--- src/rtl/ffsa_pkg.sv ---
// Shared constants, types and the per-word run scan for the seat allocator.
// No dependencies; used by ffsa_ram users and the top level.
package ffsa_pkg;

    localparam int SEATS  = 1024;
    localparam int WORD_W = 8;
    localparam int WORDS  = SEATS / WORD_W;
    localparam int ADDR_W = $clog2(WORDS);
    localparam int BIT_W  = $clog2(WORD_W);
    localparam int SEAT_W = 10;
    localparam int LEN_W  = 11;
    localparam int CNT_W  = 32;

    localparam logic OP_ALLOCATE = 1'b0;
    localparam logic OP_RELEASE  = 1'b1;

    typedef struct packed {
        logic             found;
        logic [BIT_W-1:0] pos;
        logic [LEN_W-1:0] run;
    } scan_res_t;

    // Walk one word lowest seat first, carrying the free-run length.
    function automatic scan_res_t scan_word(input logic [WORD_W-1:0] bits,
                                            input logic [LEN_W-1:0]  run_in,
                                            input logic [LEN_W-1:0]  len);
        scan_res_t r;
        r.found = 1'b0;
        r.pos   = '0;
        r.run   = run_in;
        for (int j = 0; j < WORD_W; j++) begin
            if (!r.found) begin
                if (bits[j]) begin
                    r.run = '0;
                end else begin
                    r.run = r.run + LEN_W'(1);
                    if (r.run == len) begin
                        r.found = 1'b1;
                        r.pos   = BIT_W'(j);
                    end
                end
            end
        end
        return r;
    endfunction

endpackage

--- src/rtl/ffsa_ram.sv ---
// Generic simple dual-port RAM: one write port, one registered read port.
// No dependencies.
module ffsa_ram #(
    parameter int WIDTH = 8,
    parameter int DEPTH = 128
) (
    input  logic                     aclk,
    input  logic                     wr_en,
    input  logic [$clog2(DEPTH)-1:0] wr_addr,
    input  logic [WIDTH-1:0]         wr_data,
    input  logic                     rd_en,
    input  logic [$clog2(DEPTH)-1:0] rd_addr,
    output logic [WIDTH-1:0]         rd_data
);
    logic [WIDTH-1:0] mem [DEPTH];

    always_ff @(posedge aclk) begin
        if (wr_en) begin
            mem[wr_addr] <= wr_data;
        end
        if (rd_en) begin
            rd_data <= mem[rd_addr];
        end
    end
endmodule

--- src/rtl/first_fit_contiguous_seat_allocator.sv ---
// First-fit contiguous seat allocator: top level. Uses ffsa_pkg and ffsa_ram.
// The seat map lives in a 128 x 8 bitmap RAM, one bit per seat.
//
// After reset the block clears the bitmap, one word a cycle, with s_tready low. One
// transaction is worked at a time. An allocate reads the bitmap word by word (8 seats a
// cycle, reads pipelined behind the registered RAM read port) until a free run of the
// requested length ends, then writes back the words the run covers with a
// read-modify-write pass (one word a cycle). A release runs the same write-back pass over
// its range only. Invalid requests (zero length, longer than the map, inverted release)
// go straight to the response. Rate is set by the single bitmap read port and the
// per-word scan. The result sits in an output register, so it may wait for m_tready
// without losing data; the next transaction is taken once the result has been handed to
// that register.
module first_fit_contiguous_seat_allocator (
    input  logic        aclk,
    input  logic        aresetn,
    input  logic        s_tvalid,
    output logic        s_tready,
    // operation[0], run_length[11:1], first_seat[21:12], last_seat[31:22]
    input  logic [31:0] s_tdata,
    output logic        m_tvalid,
    input  logic        m_tready,
    // granted[0], start_seat[10:1], refused_total[42:11], zero fill[47:43]
    output logic [47:0] m_tdata
);
    typedef enum logic [2:0] {ST_CLEAR, ST_IDLE, ST_SCAN, ST_MARK, ST_RESP} state_t;

    localparam int AW = ffsa_pkg::ADDR_W;
    localparam int WW = ffsa_pkg::WORD_W;
    localparam int SW = ffsa_pkg::SEAT_W;
    localparam int LW = ffsa_pkg::LEN_W;
    localparam int CW = ffsa_pkg::CNT_W;

    state_t        state_reg, state_next;
    logic [AW-1:0] issue_addr_reg, issue_addr_next;
    logic          issue_done_reg, issue_done_next;
    logic          rd_valid_reg, rd_valid_next;
    logic [AW-1:0] rd_word_reg, rd_word_next;
    logic [LW-1:0] run_reg, run_next;
    logic [LW-1:0] len_reg, len_next;
    logic [SW-1:0] lo_reg, lo_next, hi_reg, hi_next;
    logic          set_reg, set_next;
    logic          res_granted_reg, res_granted_next;
    logic [SW-1:0] res_start_reg, res_start_next;
    logic [CW-1:0] refused_reg, refused_next;
    logic          m_tvalid_reg, m_tvalid_next;
    logic [47:0]   m_tdata_reg, m_tdata_next;

    logic          wr_en, rd_en;
    logic [AW-1:0] wr_addr, rd_addr;
    logic [WW-1:0] wr_data, rd_data, mask;
    ffsa_pkg::scan_res_t sr;

    logic          in_op;
    logic [LW-1:0] in_len;
    logic [SW-1:0] in_first, in_last;
    logic [LW:0]   start_wide;
    logic          s_acc;

    assign in_op    = s_tdata[0];
    assign in_len   = s_tdata[11:1];
    assign in_first = s_tdata[21:12];
    assign in_last  = s_tdata[31:22];
    assign s_tready = (state_reg == ST_IDLE);
    assign s_acc    = s_tvalid && s_tready;
    assign m_tvalid = m_tvalid_reg;
    assign m_tdata  = m_tdata_reg;

    ffsa_ram #(.WIDTH(WW), .DEPTH(ffsa_pkg::WORDS)) u_map (
        .aclk    (aclk),
        .wr_en   (wr_en),
        .wr_addr (wr_addr),
        .wr_data (wr_data),
        .rd_en   (rd_en),
        .rd_addr (rd_addr),
        .rd_data (rd_data)
    );

    assign sr = ffsa_pkg::scan_word(rd_data, run_reg, len_reg);
    // start = last seat of the run + 1 - length
    assign start_wide = {1'b0, 1'b0, rd_word_reg, sr.pos} + (LW+1)'(1) - {1'b0, len_reg};

    // Seats of the word just read that fall inside [lo, hi].
    always_comb begin
        for (int j = 0; j < WW; j++) begin
            mask[j] = ({rd_word_reg, ffsa_pkg::BIT_W'(j)} >= lo_reg)
                   && ({rd_word_reg, ffsa_pkg::BIT_W'(j)} <= hi_reg);
        end
    end

    always_comb begin
        state_next       = state_reg;
        issue_addr_next  = issue_addr_reg;
        issue_done_next  = issue_done_reg;
        rd_valid_next    = 1'b0;
        rd_word_next     = issue_addr_reg;
        run_next         = run_reg;
        len_next         = len_reg;
        lo_next          = lo_reg;
        hi_next          = hi_reg;
        set_next         = set_reg;
        res_granted_next = res_granted_reg;
        res_start_next   = res_start_reg;
        refused_next     = refused_reg;
        m_tvalid_next    = m_tvalid_reg && !m_tready;
        m_tdata_next     = m_tdata_reg;
        wr_en            = 1'b0;
        wr_addr          = rd_word_reg;
        wr_data          = set_reg ? (rd_data | mask) : (rd_data & ~mask);
        rd_en            = 1'b0;
        rd_addr          = issue_addr_reg;

        unique case (state_reg)
            ST_CLEAR: begin
                // wipe one word a cycle
                wr_en           = 1'b1;
                wr_addr         = issue_addr_reg;
                wr_data         = '0;
                issue_addr_next = issue_addr_reg + AW'(1);
                if (issue_addr_reg == AW'(ffsa_pkg::WORDS - 1)) begin
                    state_next = ST_IDLE;
                end
            end
            ST_IDLE: begin
                if (s_acc) begin
                    issue_done_next = 1'b0;
                    if (in_op == ffsa_pkg::OP_RELEASE) begin
                        if (in_first > in_last) begin
                            res_granted_next = 1'b0;
                            res_start_next   = '0;
                            state_next       = ST_RESP;
                        end else begin
                            lo_next         = in_first;
                            hi_next         = in_last;
                            set_next        = 1'b0;
                            issue_addr_next = in_first[SW-1 -: AW];
                            state_next      = ST_MARK;
                        end
                    end else if (in_len == '0 || in_len > LW'(ffsa_pkg::SEATS)) begin
                        if (refused_reg != '1) begin
                            refused_next = refused_reg + CW'(1);
                        end
                        res_granted_next = 1'b0;
                        res_start_next   = '0;
                        state_next       = ST_RESP;
                    end else begin
                        len_next        = in_len;
                        run_next        = '0;
                        set_next        = 1'b1;
                        issue_addr_next = '0;
                        state_next      = ST_SCAN;
                    end
                end
            end
            ST_SCAN: begin
                if (!issue_done_reg) begin
                    rd_en           = 1'b1;
                    rd_valid_next   = 1'b1;
                    issue_addr_next = issue_addr_reg + AW'(1);
                    if (issue_addr_reg == AW'(ffsa_pkg::WORDS - 1)) begin
                        issue_done_next = 1'b1;
                    end
                end
                if (rd_valid_reg) begin
                    if (sr.found) begin
                        // drop the read in flight and start the write-back
                        lo_next          = start_wide[SW-1:0];
                        hi_next          = start_wide[SW-1:0] + len_reg[SW-1:0] - SW'(1);
                        res_granted_next = 1'b1;
                        res_start_next   = start_wide[SW-1:0];
                        issue_addr_next  = start_wide[SW-1 -: AW];
                        issue_done_next  = 1'b0;
                        rd_valid_next    = 1'b0;
                        state_next       = ST_MARK;
                    end else if (rd_word_reg == AW'(ffsa_pkg::WORDS - 1)) begin
                        if (refused_reg != '1) begin
                            refused_next = refused_reg + CW'(1);
                        end
                        res_granted_next = 1'b0;
                        res_start_next   = '0;
                        state_next       = ST_RESP;
                    end else begin
                        run_next = sr.run;
                    end
                end
            end
            ST_MARK: begin
                if (!issue_done_reg) begin
                    rd_en           = 1'b1;
                    rd_valid_next   = 1'b1;
                    issue_addr_next = issue_addr_reg + AW'(1);
                    if (issue_addr_reg == hi_reg[SW-1 -: AW]) begin
                        issue_done_next = 1'b1;
                    end
                end
                if (rd_valid_reg) begin
                    wr_en = 1'b1;
                    if (rd_word_reg == hi_reg[SW-1 -: AW]) begin
                        if (!set_reg) begin
                            res_granted_next = 1'b1;
                            res_start_next   = '0;
                        end
                        state_next = ST_RESP;
                    end
                end
            end
            ST_RESP: begin
                if (!m_tvalid_reg || m_tready) begin
                    m_tvalid_next = 1'b1;
                    m_tdata_next  = {5'd0, refused_reg, res_start_reg, res_granted_reg};
                    state_next    = ST_IDLE;
                end
            end
            default: begin
                state_next = ST_IDLE;
            end
        endcase
    end

    always_ff @(posedge aclk) begin
        if (!aresetn) begin
            state_reg      <= ST_CLEAR;
            issue_addr_reg <= '0;
            issue_done_reg <= 1'b0;
            rd_valid_reg   <= 1'b0;
            refused_reg    <= '0;
            m_tvalid_reg   <= 1'b0;
        end else begin
            state_reg      <= state_next;
            issue_addr_reg <= issue_addr_next;
            issue_done_reg <= issue_done_next;
            rd_valid_reg   <= rd_valid_next;
            refused_reg    <= refused_next;
            m_tvalid_reg   <= m_tvalid_next;
        end
        rd_word_reg     <= rd_word_next;
        run_reg         <= run_next;
        len_reg         <= len_next;
        lo_reg          <= lo_next;
        hi_reg          <= hi_next;
        set_reg         <= set_next;
        res_granted_reg <= res_granted_next;
        res_start_reg   <= res_start_next;
        m_tdata_reg     <= m_tdata_next;
    end

    // The bitmap is only written while clearing or during a write-back pass.
    a_write_phase: assert property (@(posedge aclk) disable iff (!aresetn)
        wr_en |-> (state_reg == ST_CLEAR || state_reg == ST_MARK))
        else $error("bitmap written outside clear or write-back");

    // The refusal count never goes down.
    a_refused_mono: assert property (@(posedge aclk) disable iff (!aresetn)
        $past(aresetn) |-> refused_reg >= $past(refused_reg))
        else $error("refusal count decreased");

    // A result is loaded only when the output register is free or being drained.
    a_no_overwrite: assert property (@(posedge aclk) disable iff (!aresetn)
        (m_tvalid_reg && !m_tready) |=> $stable(m_tdata_reg))
        else $error("pending result overwritten");

    // No bitmap read or write is issued whenever a new transaction can be taken.
    a_idle_quiet: assert property (@(posedge aclk) disable iff (!aresetn)
        (state_reg == ST_IDLE) |-> (!rd_en && !wr_en))
        else $error("bitmap access while idle");
endmodule
--- config.mk ---
export PLATFORM = sky130hd
export DESIGN_NAME = first_fit_contiguous_seat_allocator
export DESIGN_NICKNAME = d
export VERILOG_FILES = /design/src/rtl/ffsa_pkg.sv /design/src/rtl/ffsa_ram.sv /design/src/rtl/first_fit_contiguous_seat_allocator.sv
export SDC_FILE = /design/constraint.sdc
export NUM_CORES = 2
export LEC_CHECK = 0
export ABC_AREA = 1
export BUFFER_PORTS_ARGS = -buffer_cell sky130_fd_sc_hd__buf_2
export CAP_MARGIN = 20
export CORE_MARGIN = 4
export CORE_UTILIZATION = 35
export CTS_BUF_LIST = sky130_fd_sc_hd__clkbuf_4
export CTS_CLUSTER_DIAMETER = 80
export DETAILED_ROUTE_END_ITERATION = 8
export PLACE_DENSITY = 0.61
export SYNTH_ARGS = -nofsm -noshare
export SYNTH_HDL_FRONTEND = slang
export SYNTH_SLANG_ARGS = --single-unit
--- constraint.sdc ---
create_clock -name aclk -period 10.45 [get_ports aclk]
set_input_delay 1.045 -clock aclk [delete_from_list [all_inputs] [get_ports aclk]]
set_output_delay 1.045 -clock aclk [all_outputs]
set_load 0.05 [all_outputs]
==> impl_metrics.env <==
export IMPL_power_density_nw_per_um2=264
export IMPL_worst_pin_slew_ns=1.10
export IMPL_synth_ff_latch_count=1181
export IMPL_gp_congestion=0.931
export IMPL_grt_use_met2_pct=31.5
export IMPL_synthArstFlopShare_pct=0
export IMPL_end_kind="flop"
export IMPL_max_cap_violations=0
export IMPL_cp_arrival_ns=11.16
export IMPL_ys_seq_area_share_pct=63.1
export IMPL_hp_class="in -> reg"
export IMPL_hold_viol=0
export IMPL_r2r_slack_ns=0.20
export IMPL_post_route_drc_count=0
export IMPL_grt_max_degree=190
export IMPL_worst_path_most_repeated_cell="nand2_2"
export IMPL_worst_path_max_fanout=14
export IMPL_vias=43700
export IMPL_yosysWarnings=0
export IMPL_drt_wirelength_per_cell_microns=21.1
export IMPL_p_leak_nw=22.9
export IMPL_rows=145
export IMPL_grt_met3_usage_pct=3.87
export IMPL_met1_usage_pct=27.2
export IMPL_fin_crit_sh_pct=98.1
export IMPL_core_area_sq_um=157000
export IMPL_synth_simple_gate_area_share_pct=17.8
export IMPL_yosys_area_share_xor_xnor_pct=0.726
export IMPL_clk_latency_ns=1.26
export IMPL_drive_gt1_share_pct=19.9
export IMPL_chipWidth_microns=406
export IMPL_slowest_delay_ns=0.44
export IMPL_setup_viol=0
export IMPL_clock_sinks=1181
export IMPL_instances_no_fill=8051
export IMPL_grtUsageTotal_pct=19.9
export IMPL_drt_iter0_markers=4445
export IMPL_rsz0062_at_grt="true"
export IMPL_largest_register_ffs=1024
export IMPL_fin_nets=5905
export IMPL_startpoint_type="flop"
export IMPL_synthAdderAreaFrac_pct=1.59
export IMPL_synthFlopType="edfxtp_1"
export IMPL_synth_edf_count=1129
export IMPL_peakVddDrop_mv=0.206
export IMPL_antenna_found_initial=6
export IMPL_drtAntennaViolNets=0
export IMPL_report_final_slew_viol_count=0
export IMPL_whs_ns=0.181
export IMPL_start_util_pct=35.3
export IMPL_portBuffers=80
export IMPL_ios=86
export IMPL_max_freq_ghz=0.0976
export IMPL_synth_area_mux_share_pct=0
export IMPL_htreeDepth=5
export IMPL_die_height_microns=406
export IMPL_status="finished clean"
export IMPL_routed_wirelength_microns=170000
export IMPL_cts_buffer_depth=4
export IMPL_dp_cells=7497
export IMPL_synth_area_sq_um=55300
export IMPL_syn_avg_cell_area_sq_um=10.3
export IMPL_overflow=0
export IMPL_clockRootBuffer="clkbuf_4"
export IMPL_fin_crit_ns=10.25
export IMPL_routed_via_density=5.43
export IMPL_first_pass_iters=5
export IMPL_cts_made_buffers=317
export IMPL_hpwl_microns=103000
export IMPL_ys_types=62
export IMPL_slowest_stage="edfxtp_1"
export IMPL_grt_pass1_wl_microns=252000
export IMPL_synth_compound_area_share_pct=12.4
export IMPL_synthCells=5384
export IMPL_cts_tree="built"
export IMPL_slew_headroom_pct=25.9
export IMPL_grt_pass1_vias=41000
export IMPL_clock_skew_ns=0.136
export IMPL_area_growth_pct=15.9
export IMPL_die_area_sq_um=165000
export IMPL_synth_top_family_by_area="simple AND/OR/NAND/NOR gates"
export IMPL_worst_setup_path_type="reg -> reg"
export IMPL_clkTransAtPathRegs_ns=0.07
export IMPL_busiest_layer="met2"
export IMPL_critical_path_required_ns=11.36
## critical path, delay by kind of cell (launching register included)
kind                     cells  cell delay [ns]
buffers and inverters        8             0.68
adder cells (fa/ha/maj)      7             1.84
XOR/XNOR                     3             0.53
AO/OA/AOI/OAI                5             0.63
flip-flops                   1             0.44
AND/OR/NAND/NOR             56             5.83
## report_power, final
part / internal [W] / switching (W) / total, W
Combinational: 0.00172 / 0.00469 / 0.00641
Clock: 0.00203 / 0.00188 / 0.00390
Sequential: 0.00641 / 0.000193 / 0.00660
## worst paths after layout
kind / start / endpoint / cells after the start
worst max-delay path: run_reg[1] / hi_reg[9] / 79
worst min-delay path: s_tdata[0] / set_reg / 2
worst max register to register: run_reg[1] / hi_reg[9] / 79
worst min register to register: res_start_reg[9] / m_tdata[10] / 0
## routing by layer
metal,share of wire (%),up-vias,routed length (microns)
met2,46,2036,78300
met5,0.016,-,27
met4,3.1,4,5300
li1,-,20200,-
met1,42,21200,71900
met3,8.5,334,14400
## timing repair
item,CTS,global route
endpoints found under the hold margin,11,0
pin swaps,0,129
hold buffers,11,0
endpoints found under the setup margin,2,13
buffers inserted,0,29
gates cloned,0,1
gates resized for setup,10,207
## kinds of logic after synthesis
kind of cell,after synthesis
compound gates,1228
xor+xnor,45
fa+ha+maj,69
buf+inv,576
flops,1181
other cells,1
simple gates,2284
## synthesized netlist by cell type, types with 12 or more instances
cell type	count	area share [%]
nor2_4	14	0.28
ha_1	67	1.5
buf_4	16	0.22
a31oi_1	12	0.14
edfxtp_1	1129	61
nand3_1	281	2.5
clkinv_1	12	0.081
xor2_1	31	0.49
a21oi_1	110	0.99
nor3_1	44	0.40
nor2_1	1004	6.8
nand4_1	61	0.69
xnor2_1	13	0.21
clkbuf_1	248	1.7
o21ai_0	715	6.5
nand2_2	66	0.75
inv_2	24	0.16
nor2_2	25	0.28
nand3_2	15	0.27
o221ai_1	52	0.82
dfxtp_1	52	1.9
nand2_4	15	0.31
o21ai_1	21	0.19
inv_1	245	1.7
o22ai_1	262	3.0
nand2_1	723	4.9
## per-stage QoR
stage	cell area [sq um]	setup slack, ns	total power (W)	TNS [ns]	util (%)
finish	64100	0.200	0.0169	0	40.9
global route	64100	-0.532	0.0178	-1.10	40.9
CTS	63100	0.0136	0.0167	0	40.2
detailed placement	59200	-0.0873	0.0128	-0.131	37.8
global placement	59200	0.0992	0.0127	0	37.8
floorplan	55400	0.341	0.0103	0	-
## area by class of cell
type                            count  area, sq um
Sequential cell                  1181        35000
Tap cell                         2058         2570
Inverter                          282         1080
Fill cell                       15300        92600
Multi-Input combinational cell   3631        19000
Timing Repair Buffer              387         2870
Clock inverter                     59          317
Antenna cell                        5         12.5
Clock buffer                      448         3360
## layout by cell type, fill, tap and decap left out, drive strengths merged, types with 3 or more instances in the layout
cell,count
and3,4
nor3,46
inv,274
o21ai,744
nor2,1045
nand2,804
nand3,299
xor2,31
clkbuf,450
or2,5
edfxtp,1129
o22ai,262
xnor2,14
a21oi,111
bufinv,3
o311ai,10
nor4,9
a32oi,6
nand3b,8
a22oi,4
o211ai,5
dlygate4sd3,11
nand4,61
buf,374
o21a,4
a31oi,12
o32ai,4
diode,5
ha,67
a211oi,7
o221ai,52
dfxtp,52
conb,5
clkinv,63
No activity file was read; power rests on OpenSTA's default activity.
